<file path="config.mk">
export PLATFORM = sky130hd
export DESIGN_NAME = ice_lite_binding_check_flat
export DESIGN_NICKNAME = d
export VERILOG_FILES = /design/src/hw/rtl/ilbc_pkg.sv /design/src/hw/rtl/ilbc_req_if.sv /design/src/hw/rtl/ilbc_rsp_if.sv /design/src/hw/rtl/ice_lite_binding_check.sv /design/src/flat_wrapper.sv
export SDC_FILE = /design/constraint.sdc
export NUM_CORES = 1
export LEC_CHECK = 0
export ABC_CLOCK_PERIOD_IN_PS = 9500
export BUFFER_PORTS_ARGS = -buffer_cell sky130_fd_sc_hd__buf_4
export CAP_MARGIN = 20
export CORE_UTILIZATION = 61
export DETAILED_ROUTE_END_ITERATION = 16
export HOLD_SLACK_MARGIN = 0.1
export PLACE_DENSITY_LB_ADDON = 0.3
export SLEW_MARGIN = 20
export SYNTH_ARGS = -nofsm -noshare
export SYNTH_HDL_FRONTEND = slang
export SYNTH_SLANG_ARGS = --single-unit
</file>
<file path="constraint.sdc">
create_clock -name clock -period 9.5 [get_ports clock]
set_clock_uncertainty 0.2 [all_clocks]
set_input_delay 0.95 -clock clock [delete_from_list [all_inputs] [get_ports clock]]
set_output_delay 0.95 -clock clock [all_outputs]
set_load 0.01 [all_outputs]
</file>
<file path="src/hw/rtl/ilbc_pkg.sv">
package ilbc_pkg;

   localparam int MaxTuplesDefault = 8;
   localparam int KeyW             = 64;
   localparam int PrioW            = 32;
   localparam int SlotOutW         = 3;

   typedef enum logic [1:0] {
      CLASS_REQUEST    = 2'd0,
      CLASS_INDICATION = 2'd1,
      CLASS_SUCCESS    = 2'd2,
      CLASS_ERROR      = 2'd3
   } msg_class_type;

   // external authentication verdict; any other code means cannot check
   localparam logic [1:0] AUTH_OK           = 2'd0;
   localparam logic [1:0] AUTH_UNAUTHORIZED = 2'd1;

   typedef enum logic [2:0] {
      REPLY_NONE    = 3'd0,
      REPLY_SUCCESS = 3'd1,
      REPLY_400     = 3'd2,
      REPLY_401     = 3'd3,
      REPLY_487     = 3'd4
   } reply_type;

   typedef enum logic [1:0] {
      ICE_NEW       = 2'd0,
      ICE_CONNECTED = 2'd1,
      ICE_COMPLETED = 2'd2
   } ice_state_type;

   typedef enum logic [1:0] {
      EVENT_NONE      = 2'd0,
      EVENT_CONNECTED = 2'd1,
      EVENT_COMPLETED = 2'd2
   } state_event_type;

   typedef struct packed {
      msg_class_type     msg_class;
      logic              is_binding;
      logic              has_fingerprint;
      logic              has_integrity;
      logic [PrioW-1:0]  priority_value;
      logic              has_username;
      logic [1:0]        auth_result;
      logic              ice_controlled;
      logic              use_candidate;
      logic [KeyW-1:0]   tuple_key;
   } req_type;

   typedef struct packed {
      reply_type             reply;
      ice_state_type         ice_state_out;
      state_event_type       state_event;
      logic [SlotOutW-1:0]   selected_slot;
      logic                  selected_changed;
      logic                  tuple_added;
      logic                  table_full;
   } rsp_type;

endpackage

</file>
<file path="src/hw/rtl/ilbc_req_if.sv">
interface ilbc_req_if;
   import ilbc_pkg::*;

   logic              valid;
   logic              ready;
   logic [1:0]        msg_class;
   logic              is_binding;
   logic              has_fingerprint;
   logic              has_integrity;
   logic [PrioW-1:0]  priority_value;
   logic              has_username;
   logic [1:0]        auth_result;
   logic              ice_controlled;
   logic              use_candidate;
   logic [KeyW-1:0]   tuple_key;

   modport source (
      output valid, msg_class, is_binding, has_fingerprint, has_integrity,
             priority_value, has_username, auth_result, ice_controlled,
             use_candidate, tuple_key,
      input  ready
   );

   modport sink (
      input  valid, msg_class, is_binding, has_fingerprint, has_integrity,
             priority_value, has_username, auth_result, ice_controlled,
             use_candidate, tuple_key,
      output ready
   );

endinterface

</file>
<file path="src/hw/rtl/ilbc_rsp_if.sv">
interface ilbc_rsp_if;
   import ilbc_pkg::*;

   logic                  valid;
   logic                  ready;
   logic [2:0]            reply;
   logic [1:0]            ice_state_out;
   logic [1:0]            state_event;
   logic [SlotOutW-1:0]   selected_slot;
   logic                  selected_changed;
   logic                  tuple_added;
   logic                  table_full;

   modport source (
      output valid, reply, ice_state_out, state_event, selected_slot,
             selected_changed, tuple_added, table_full,
      input  ready
   );

   modport sink (
      input  valid, reply, ice_state_out, state_event, selected_slot,
             selected_changed, tuple_added, table_full,
      output ready
   );

endinterface

</file>
<file path="src/hw/rtl/ice_lite_binding_check.sv">
// ice-lite stun binding responder: every req_ beat is the flag summary of one parsed stun
// message plus its transport tuple key, and yields exactly one rsp_ beat with the reply code
// (none, success, 400, 401, 487), the ice state after the message, a state event, the selected
// tuple slot and the table flags. a beat lands in an input register, is checked and applied in
// one pass of logic, and lands in the result register; one beat is taken every cycle while
// rsp_ ready keeps the result register draining; the tuple table holds MAX_TUPLES keys in
// flip-flops that are all compared against the incoming key in the same cycle, with the
// lowest free slot picked from the valid bits alongside. the input register frees up whenever
// the result register is empty or drained; while a result waits, one more request is held in
// the input register and then req_ ready drops until the result is taken. reset
// clears ice state, selection and the table valid bits at once; keys are kept without reset
// and only read behind a valid bit
module ice_lite_binding_check #(
   parameter int MAX_TUPLES = ilbc_pkg::MaxTuplesDefault
) (
   input logic         clock,
   input logic         reset,
   ilbc_req_if.sink    req_chan,
   ilbc_rsp_if.source  rsp_chan
);
   import ilbc_pkg::*;

   localparam int SlotW = (MAX_TUPLES > 1) ? $clog2(MAX_TUPLES) : 1;

   // pipeline control
   logic      in_valid_ff, in_valid_in;
   logic      out_valid_ff, out_valid_in;
   logic      advance;
   req_type   in_data_ff, in_data_in;
   rsp_type   out_data_ff, out_data_in;

   // block state
   ice_state_type            ice_state_ff, ice_state_in;
   logic [MAX_TUPLES-1:0]    tuple_valid_ff, tuple_valid_in;
   logic [KeyW-1:0]          tuple_key_ff [MAX_TUPLES];
   logic [SlotW-1:0]         sel_idx_ff, sel_idx_in;
   logic                     has_sel_ff, has_sel_in;

   // per-beat decode
   reply_type                reply_code;
   logic                     success;
   logic [MAX_TUPLES-1:0]    match_vec;
   logic                     hit;
   logic [SlotW-1:0]         hit_idx;
   logic [MAX_TUPLES-1:0]    free_vec;
   logic [MAX_TUPLES-1:0]    free_onehot;
   logic [SlotW-1:0]         free_idx;
   logic                     no_room;
   logic                     step_ok;
   logic                     add_tuple;
   logic [SlotW-1:0]         slot;
   logic                     do_select;
   logic                     sel_change;
   ice_state_type            ice_state_nx;

   // ---------------------------------------------------------------- handshake

   // input register moves on when the result register is empty or being drained
   assign advance        = in_valid_ff && (!out_valid_ff || rsp_chan.ready);
   assign req_chan.ready = !in_valid_ff || advance;

   assign in_valid_in  = req_chan.ready ? req_chan.valid : in_valid_ff;
   assign out_valid_in = advance ? 1'b1 : (rsp_chan.ready ? 1'b0 : out_valid_ff);

   always_comb begin
      in_data_in.msg_class       = msg_class_type'(req_chan.msg_class);
      in_data_in.is_binding      = req_chan.is_binding;
      in_data_in.has_fingerprint = req_chan.has_fingerprint;
      in_data_in.has_integrity   = req_chan.has_integrity;
      in_data_in.priority_value  = req_chan.priority_value;
      in_data_in.has_username    = req_chan.has_username;
      in_data_in.auth_result     = req_chan.auth_result;
      in_data_in.ice_controlled  = req_chan.ice_controlled;
      in_data_in.use_candidate   = req_chan.use_candidate;
      in_data_in.tuple_key       = req_chan.tuple_key;
   end

   // ---------------------------------------------------------------- message checks

   // first failing check decides the reply
   always_comb begin
      reply_code = REPLY_SUCCESS;
      if (!in_data_ff.is_binding) begin
         reply_code = (in_data_ff.msg_class == CLASS_REQUEST) ? REPLY_400 : REPLY_NONE;
      end else if (!in_data_ff.has_fingerprint && in_data_ff.msg_class != CLASS_INDICATION) begin
         // missing fingerprint is only tolerated on indications
         reply_code = (in_data_ff.msg_class == CLASS_REQUEST) ? REPLY_400 : REPLY_NONE;
      end else if (in_data_ff.msg_class != CLASS_REQUEST) begin
         reply_code = REPLY_NONE;
      end else if (!in_data_ff.has_integrity || in_data_ff.priority_value == '0 ||
                   !in_data_ff.has_username) begin
         reply_code = REPLY_400;
      end else begin
         unique case (in_data_ff.auth_result)
            AUTH_OK:           reply_code = in_data_ff.ice_controlled ? REPLY_487
                                                                      : REPLY_SUCCESS;
            AUTH_UNAUTHORIZED: reply_code = REPLY_401;
            default:           reply_code = REPLY_400;  // cannot check, or unknown code
         endcase
      end
   end

   assign success = (reply_code == REPLY_SUCCESS);

   // ---------------------------------------------------------------- tuple table lookup

   // valid keys are unique, so at most one slot matches and the index can be or-encoded
   always_comb begin
      hit_idx = '0;
      for (int i = 0; i < MAX_TUPLES; i++) begin
         match_vec[i] = tuple_valid_ff[i] && (tuple_key_ff[i] == in_data_ff.tuple_key);
         if (match_vec[i]) begin
            hit_idx = hit_idx | SlotW'(i);
         end
      end
   end

   assign hit = |match_vec;

   // lowest free slot as a one-hot, then encoded
   assign free_vec    = ~tuple_valid_ff;
   assign free_onehot = free_vec & (~free_vec + MAX_TUPLES'(1));

   always_comb begin
      free_idx = '0;
      for (int i = 0; i < MAX_TUPLES; i++) begin
         if (free_onehot[i]) begin
            free_idx = free_idx | SlotW'(i);
         end
      end
   end

   assign no_room    = !hit && (&tuple_valid_ff);
   assign step_ok    = success && !no_room;
   assign add_tuple  = step_ok && !hit;
   assign slot       = hit ? hit_idx : free_idx;
   assign do_select  = (ice_state_ff == ICE_NEW) || in_data_ff.use_candidate;
   assign sel_change = step_ok && do_select && (!has_sel_ff || sel_idx_ff != slot);

   // ---------------------------------------------------------------- next state

   always_comb begin
      ice_state_nx = ice_state_ff;
      if (step_ok) begin
         unique case (ice_state_ff)
            ICE_NEW:       ice_state_nx = in_data_ff.use_candidate ? ICE_COMPLETED
                                                                   : ICE_CONNECTED;
            ICE_CONNECTED: ice_state_nx = in_data_ff.use_candidate ? ICE_COMPLETED
                                                                   : ICE_CONNECTED;
            ICE_COMPLETED: ice_state_nx = ICE_COMPLETED;
            default:       ice_state_nx = ice_state_ff;
         endcase
      end
   end

   always_comb begin
      ice_state_in   = ice_state_ff;
      tuple_valid_in = tuple_valid_ff;
      sel_idx_in     = sel_idx_ff;
      has_sel_in     = has_sel_ff;
      if (advance) begin
         ice_state_in = ice_state_nx;
         if (add_tuple) begin
            tuple_valid_in = tuple_valid_ff | free_onehot;
         end
         if (sel_change) begin
            sel_idx_in = slot;
            has_sel_in = 1'b1;
         end
      end
   end

   // ---------------------------------------------------------------- result beat

   always_comb begin
      out_data_in.reply         = reply_code;
      out_data_in.ice_state_out = ice_state_nx;
      if (ice_state_nx == ice_state_ff) begin
         out_data_in.state_event = EVENT_NONE;
      end else if (ice_state_nx == ICE_CONNECTED) begin
         out_data_in.state_event = EVENT_CONNECTED;
      end else begin
         out_data_in.state_event = EVENT_COMPLETED;
      end
      // slot field shows the low bits of the selection after this beat, zero when none
      if (sel_change) begin
         out_data_in.selected_slot = SlotOutW'(slot);
      end else if (has_sel_ff) begin
         out_data_in.selected_slot = SlotOutW'(sel_idx_ff);
      end else begin
         out_data_in.selected_slot = '0;
      end
      out_data_in.selected_changed = sel_change;
      out_data_in.tuple_added      = add_tuple;
      out_data_in.table_full       = success && no_room;
   end

   // ---------------------------------------------------------------- registers

   always_ff @(posedge clock) begin
      if (reset) begin
         in_valid_ff    <= 1'b0;
         out_valid_ff   <= 1'b0;
         ice_state_ff   <= ICE_NEW;
         tuple_valid_ff <= '0;
         sel_idx_ff     <= '0;
         has_sel_ff     <= 1'b0;
      end else begin
         in_valid_ff    <= in_valid_in;
         out_valid_ff   <= out_valid_in;
         ice_state_ff   <= ice_state_in;
         tuple_valid_ff <= tuple_valid_in;
         sel_idx_ff     <= sel_idx_in;
         has_sel_ff     <= has_sel_in;
      end
   end

   // payload, no reset
   always_ff @(posedge clock) begin
      if (req_chan.ready) begin
         in_data_ff <= in_data_in;
      end
      if (advance) begin
         out_data_ff <= out_data_in;
      end
      if (advance && add_tuple) begin
         tuple_key_ff[free_idx] <= in_data_ff.tuple_key;
      end
   end

   // ---------------------------------------------------------------- outputs

   assign rsp_chan.valid            = out_valid_ff;
   assign rsp_chan.reply            = out_data_ff.reply;
   assign rsp_chan.ice_state_out    = out_data_ff.ice_state_out;
   assign rsp_chan.state_event      = out_data_ff.state_event;
   assign rsp_chan.selected_slot    = out_data_ff.selected_slot;
   assign rsp_chan.selected_changed = out_data_ff.selected_changed;
   assign rsp_chan.tuple_added      = out_data_ff.tuple_added;
   assign rsp_chan.table_full       = out_data_ff.table_full;

endmodule

</file>
<file path="src/flat_wrapper.sv">
// flat-port wrapper written by rule: the top's interface ports become plain ports
module ice_lite_binding_check_flat import ilbc_pkg::*;
#(
   parameter int MAX_TUPLES = ilbc_pkg::MaxTuplesDefault
)
  (clock, reset, req_chan_valid, req_chan_msg_class, req_chan_is_binding, req_chan_has_fingerprint, req_chan_has_integrity, req_chan_priority_value, req_chan_has_username, req_chan_auth_result, req_chan_ice_controlled, req_chan_use_candidate, req_chan_tuple_key, req_chan_ready, rsp_chan_valid, rsp_chan_reply, rsp_chan_ice_state_out, rsp_chan_state_event, rsp_chan_selected_slot, rsp_chan_selected_changed, rsp_chan_tuple_added, rsp_chan_table_full, rsp_chan_ready);
  ilbc_req_if req_chan_i ();
  ilbc_rsp_if rsp_chan_i ();
  input logic clock;
  input logic reset;
  input wire logic [$bits(req_chan_i.valid)-1:0] req_chan_valid;
  input wire logic [$bits(req_chan_i.msg_class)-1:0] req_chan_msg_class;
  input wire logic [$bits(req_chan_i.is_binding)-1:0] req_chan_is_binding;
  input wire logic [$bits(req_chan_i.has_fingerprint)-1:0] req_chan_has_fingerprint;
  input wire logic [$bits(req_chan_i.has_integrity)-1:0] req_chan_has_integrity;
  input wire logic [$bits(req_chan_i.priority_value)-1:0] req_chan_priority_value;
  input wire logic [$bits(req_chan_i.has_username)-1:0] req_chan_has_username;
  input wire logic [$bits(req_chan_i.auth_result)-1:0] req_chan_auth_result;
  input wire logic [$bits(req_chan_i.ice_controlled)-1:0] req_chan_ice_controlled;
  input wire logic [$bits(req_chan_i.use_candidate)-1:0] req_chan_use_candidate;
  input wire logic [$bits(req_chan_i.tuple_key)-1:0] req_chan_tuple_key;
  output wire logic [$bits(req_chan_i.ready)-1:0] req_chan_ready;
  output wire logic [$bits(rsp_chan_i.valid)-1:0] rsp_chan_valid;
  output wire logic [$bits(rsp_chan_i.reply)-1:0] rsp_chan_reply;
  output wire logic [$bits(rsp_chan_i.ice_state_out)-1:0] rsp_chan_ice_state_out;
  output wire logic [$bits(rsp_chan_i.state_event)-1:0] rsp_chan_state_event;
  output wire logic [$bits(rsp_chan_i.selected_slot)-1:0] rsp_chan_selected_slot;
  output wire logic [$bits(rsp_chan_i.selected_changed)-1:0] rsp_chan_selected_changed;
  output wire logic [$bits(rsp_chan_i.tuple_added)-1:0] rsp_chan_tuple_added;
  output wire logic [$bits(rsp_chan_i.table_full)-1:0] rsp_chan_table_full;
  input wire logic [$bits(rsp_chan_i.ready)-1:0] rsp_chan_ready;
  assign req_chan_i.valid = req_chan_valid;
  assign req_chan_i.msg_class = req_chan_msg_class;
  assign req_chan_i.is_binding = req_chan_is_binding;
  assign req_chan_i.has_fingerprint = req_chan_has_fingerprint;
  assign req_chan_i.has_integrity = req_chan_has_integrity;
  assign req_chan_i.priority_value = req_chan_priority_value;
  assign req_chan_i.has_username = req_chan_has_username;
  assign req_chan_i.auth_result = req_chan_auth_result;
  assign req_chan_i.ice_controlled = req_chan_ice_controlled;
  assign req_chan_i.use_candidate = req_chan_use_candidate;
  assign req_chan_i.tuple_key = req_chan_tuple_key;
  assign req_chan_ready = req_chan_i.ready;
  assign rsp_chan_valid = rsp_chan_i.valid;
  assign rsp_chan_reply = rsp_chan_i.reply;
  assign rsp_chan_ice_state_out = rsp_chan_i.ice_state_out;
  assign rsp_chan_state_event = rsp_chan_i.state_event;
  assign rsp_chan_selected_slot = rsp_chan_i.selected_slot;
  assign rsp_chan_selected_changed = rsp_chan_i.selected_changed;
  assign rsp_chan_tuple_added = rsp_chan_i.tuple_added;
  assign rsp_chan_table_full = rsp_chan_i.table_full;
  assign rsp_chan_i.ready = rsp_chan_ready;
  ice_lite_binding_check #(.MAX_TUPLES(MAX_TUPLES)) u_core (.clock(clock), .reset(reset), .req_chan(req_chan_i), .rsp_chan(rsp_chan_i));
endmodule
</file>
==> impl_metrics.toml <==
[placement]
detailed_place_hpwl_um = 41530
io_buffers = 124
place.gp.congestion = 0.9492
dpl_cell_area_sq_um = 27800

[min_path]
min_path_type = "primary input to flop"
holdPathStages = 1

[setup_path]
cp-end-kind = "flop"
r2r_slack_ns = 4.23
r2r_end = "u_core.tuple_key_ff[4][39]"
crit_path_start = "u_core.in_data_ff[43]"
start_kind = "flop"
cp_max_fo = 64
r2r_start = "u_core.in_data_ff[43]"
crit_type = "flop to flop"
cp-endpoint = "u_core.tuple_key_ff[4][39]"
r2r_cells = 11
cp.arrival_ns = 5.31
worstPathRequired_ns = 9.53

[sta]
worst_pin_slew_ns = 1.130
tns_ns = 0
setup_viol = 0
slew_headroom = 0.2467
maxSlewViolCount = 0
min_period_ns = 5.273
finalCritPeriodShare = 0.5550
fmax_mhz = 189.7
rsz0062_at_grt = "no"
finalHoldViolCount = 0

[power]
p_sw_mw = 1.256
p_int_mw = 4.545
p_leak_nw = 9.539
p_comb_frac = 0.041
power_frac_seq = 0.562
ir_drop_v = 0.0002270
sw_frac_of_total = 0.2165
p_total_mw = 5.801
power_per_cell_area_nw_per_um2 = 195.3
clkPwrFrac = 0.397

[floorplan]
die_w_um = 209.5
fp.dieArea_sq_um = 43900
die_h_um = 209.5
coreArea_sq_um = 42230
initial_core_util = 0.6221
rows = 75
ios = 125

[cts]
clk_pin_slew_worst_paths_ns = 0.06
cts_setup_buffers = 0
clockBufferDepth = 3
cts.sinks = 647
clock_latency_ns = 0.64
htreeDepth = 2
cts-root-buf = "clkbuf_16"
cts_resized = 0
cts_hold_buf = 0
cts_tree = "done"
cts_buffers = 61

[yosys]
async_flop_share = 0
synth_area_sq_um = 26270
synth-main-ff-cell = "edfxtp_1"
synth_area_leaders = "edfxtp_1 72%, xnor2_1 12%, xor2_1 2.3%"
synth_common_cells = "631 x edfxtp_1, 355 x xnor2_1, 91 x nand4_1"
synth_top_area_cell = "edfxtp_1"
ys_types = 57
synth-edff-count = 631
yosysTopAreaCellShare = 0.7213
ys_ff_latch = 647
synthesis.area_per_instance_sq_um = 16.21
netlist_instances = 1621
syn-num-nets = 1731
yosysWarnings = 0
synth.most_common_cell = "edfxtp_1"
seq_area_frac_synth = 0.7335

[global_routing]
first_global_vias = 13980
antenna_found_initial = 1
grt_max_degree = 73
grt_overflow = 0
grt_first_pass_wirelength_um = 94510
track_usage = 0.3048

[detailed_routing]
num_vias = 14560
wire_per_inst_um = 27.98
dr.pass1.iters = 5
via_per_inst = 6.174
drtIter0Drc = 1651
drc = 0
finalWirelength_um = 65980
ant_nets = 0

[finish]
syn_to_final_growth_pct = 13.05
fillers = 2701
insertedDiodeCount = 0
nNetsFinal = 1879
fin_area_sq_um = 29700
drive_gt1_frac = 0.1424
post-route-util = 0.7033

[run]
maxCapViolCount = 0

[run_status]
outcome = "finished clean"
## power groups by stage
stage	Clock, mW	Sequential [mW]	Combinational [mW]
2_1_floorplan	0	3.25	0.164
3_3_place_gp	0	3.32	0.228
3_5_place_dp	0	3.32	0.233
4_1_cts	2.33	3.26	0.234
5_1_grt	2.43	3.27	0.252
6_report	2.30	3.26	0.237
## cells by family (layout without fill, tap and decap cells)
family,count (synthesis),in the layout,share of synthesized area
AO/OA/AOI/OAI,111,111,0.03363
AND/OR/NAND/NOR,314,314,0.06973
XOR/XNOR,424,424,0.1414
flip-flops,647,647,0.7335
buffers and inverters,125,323,0.02181
## layout by cell type (no fill, tap or decap), types with 13 or more instances in the layout
master / instances
clkinv_2: 13
o22ai_1: 18
nor4_1: 50
o2111ai_1: 16
nand3_1: 17
buf_4: 152
dfxtp_1: 16
nand4_1: 91
xnor2_1: 355
xor2_1: 69
nand2_1: 18
nor2_1: 34
clkbuf_16: 61
clkinv_1: 14
nand2b_1: 45
clkbuf_1: 14
inv_1: 57
nor2b_1: 22
a21oi_1: 14
edfxtp_1: 631
## per-stage QoR
stage / cells / hold slack (ns) / setup slack, ns
after floorplan: 1621 / 0.2707 / 1.575
final: 2358 / 0.2863 / 4.227
after CTS: 2357 / 0.2535 / 4.274
after detailed placement: 2244 / 0.3247 / 4.364
after global routing: 2358 / 0.2641 / 3.954
after global placement: 2244 / 0.3129 / 4.453
## layout make-up
| type | count | area [sq um] | share of cell area |
|---|---|---|---|
| inverter | 57 | 214.0 | 0.007204 |
| multi-input combinational | 849 | 6504 | 0.2190 |
| timing repair buffer | 153 | 1156 | 0.03893 |
| clock buffer | 79 | 1634 | 0.05502 |
| sequential | 647 | 19270 | 0.6488 |
| clock inverter | 34 | 247.7 | 0.008342 |
| tap | 539 | 674.4 | 0.02271 |
## worst min-delay path by stage
stage	from	end
floorplan	u_core.tuple_valid_ff[7]	u_core.tuple_valid_ff[7]
global placement	u_core.sel_idx_ff[2]	u_core.sel_idx_ff[2]
detailed placement	u_core.sel_idx_ff[2]	u_core.sel_idx_ff[2]
CTS	req_chan_tuple_key[13]	u_core.in_data_ff[13]
global route	req_chan_tuple_key[34]	u_core.in_data_ff[34]
finish	req_chan_tuple_key[13]	u_core.in_data_ff[13]
## sequential cells by signal (all words and copies together), names as in the netlist
| register | flops |
|---|---|
| u_core.has_sel_ff | 1 |
| u_core.ice_state_ff | 2 |
| u_core.in_data_ff | 106 |
| u_core.in_valid_ff | 1 |
| u_core.rsp_chan.ice_state_out | 2 |
| u_core.rsp_chan.reply | 3 |
| u_core.rsp_chan.selected_changed | 1 |
| u_core.rsp_chan.selected_slot | 3 |
| u_core.rsp_chan.state_event | 2 |
| u_core.rsp_chan.table_full | 1 |
| u_core.rsp_chan.tuple_added | 1 |
| u_core.rsp_chan.valid | 1 |
| u_core.sel_idx_ff | 3 |
| u_core.tuple_key_ff | 512 |
| u_core.tuple_valid_ff | 8 |
## worst max-delay path: stages (launching register included)
cell and delay [ns]:
edfxtp_1 1.06, inv_1 0.24, o2bb2ai_1 0.30, or4_1 0.24, nor4_2 0.10, o2bb2ai_2 0.17, nor4_2 0.52, or2b_1 0.35
nor4_1 0.44, nand2_1 0.25, a21oi_4 0.16, buf_4 0.74
## layer usage
layer	part of all wire	up-vias	wire, um	track usage
met1	0.42	7386	27740	0.4547
li1	-	6333	-	-
met4	0.027	0	1757	0.09388
met3	0.093	101	6155	0.04818
met2	0.46	738	30330	0.4680
met5	0	-	0	0
No activity file was read; power rests on OpenSTA's default activity.
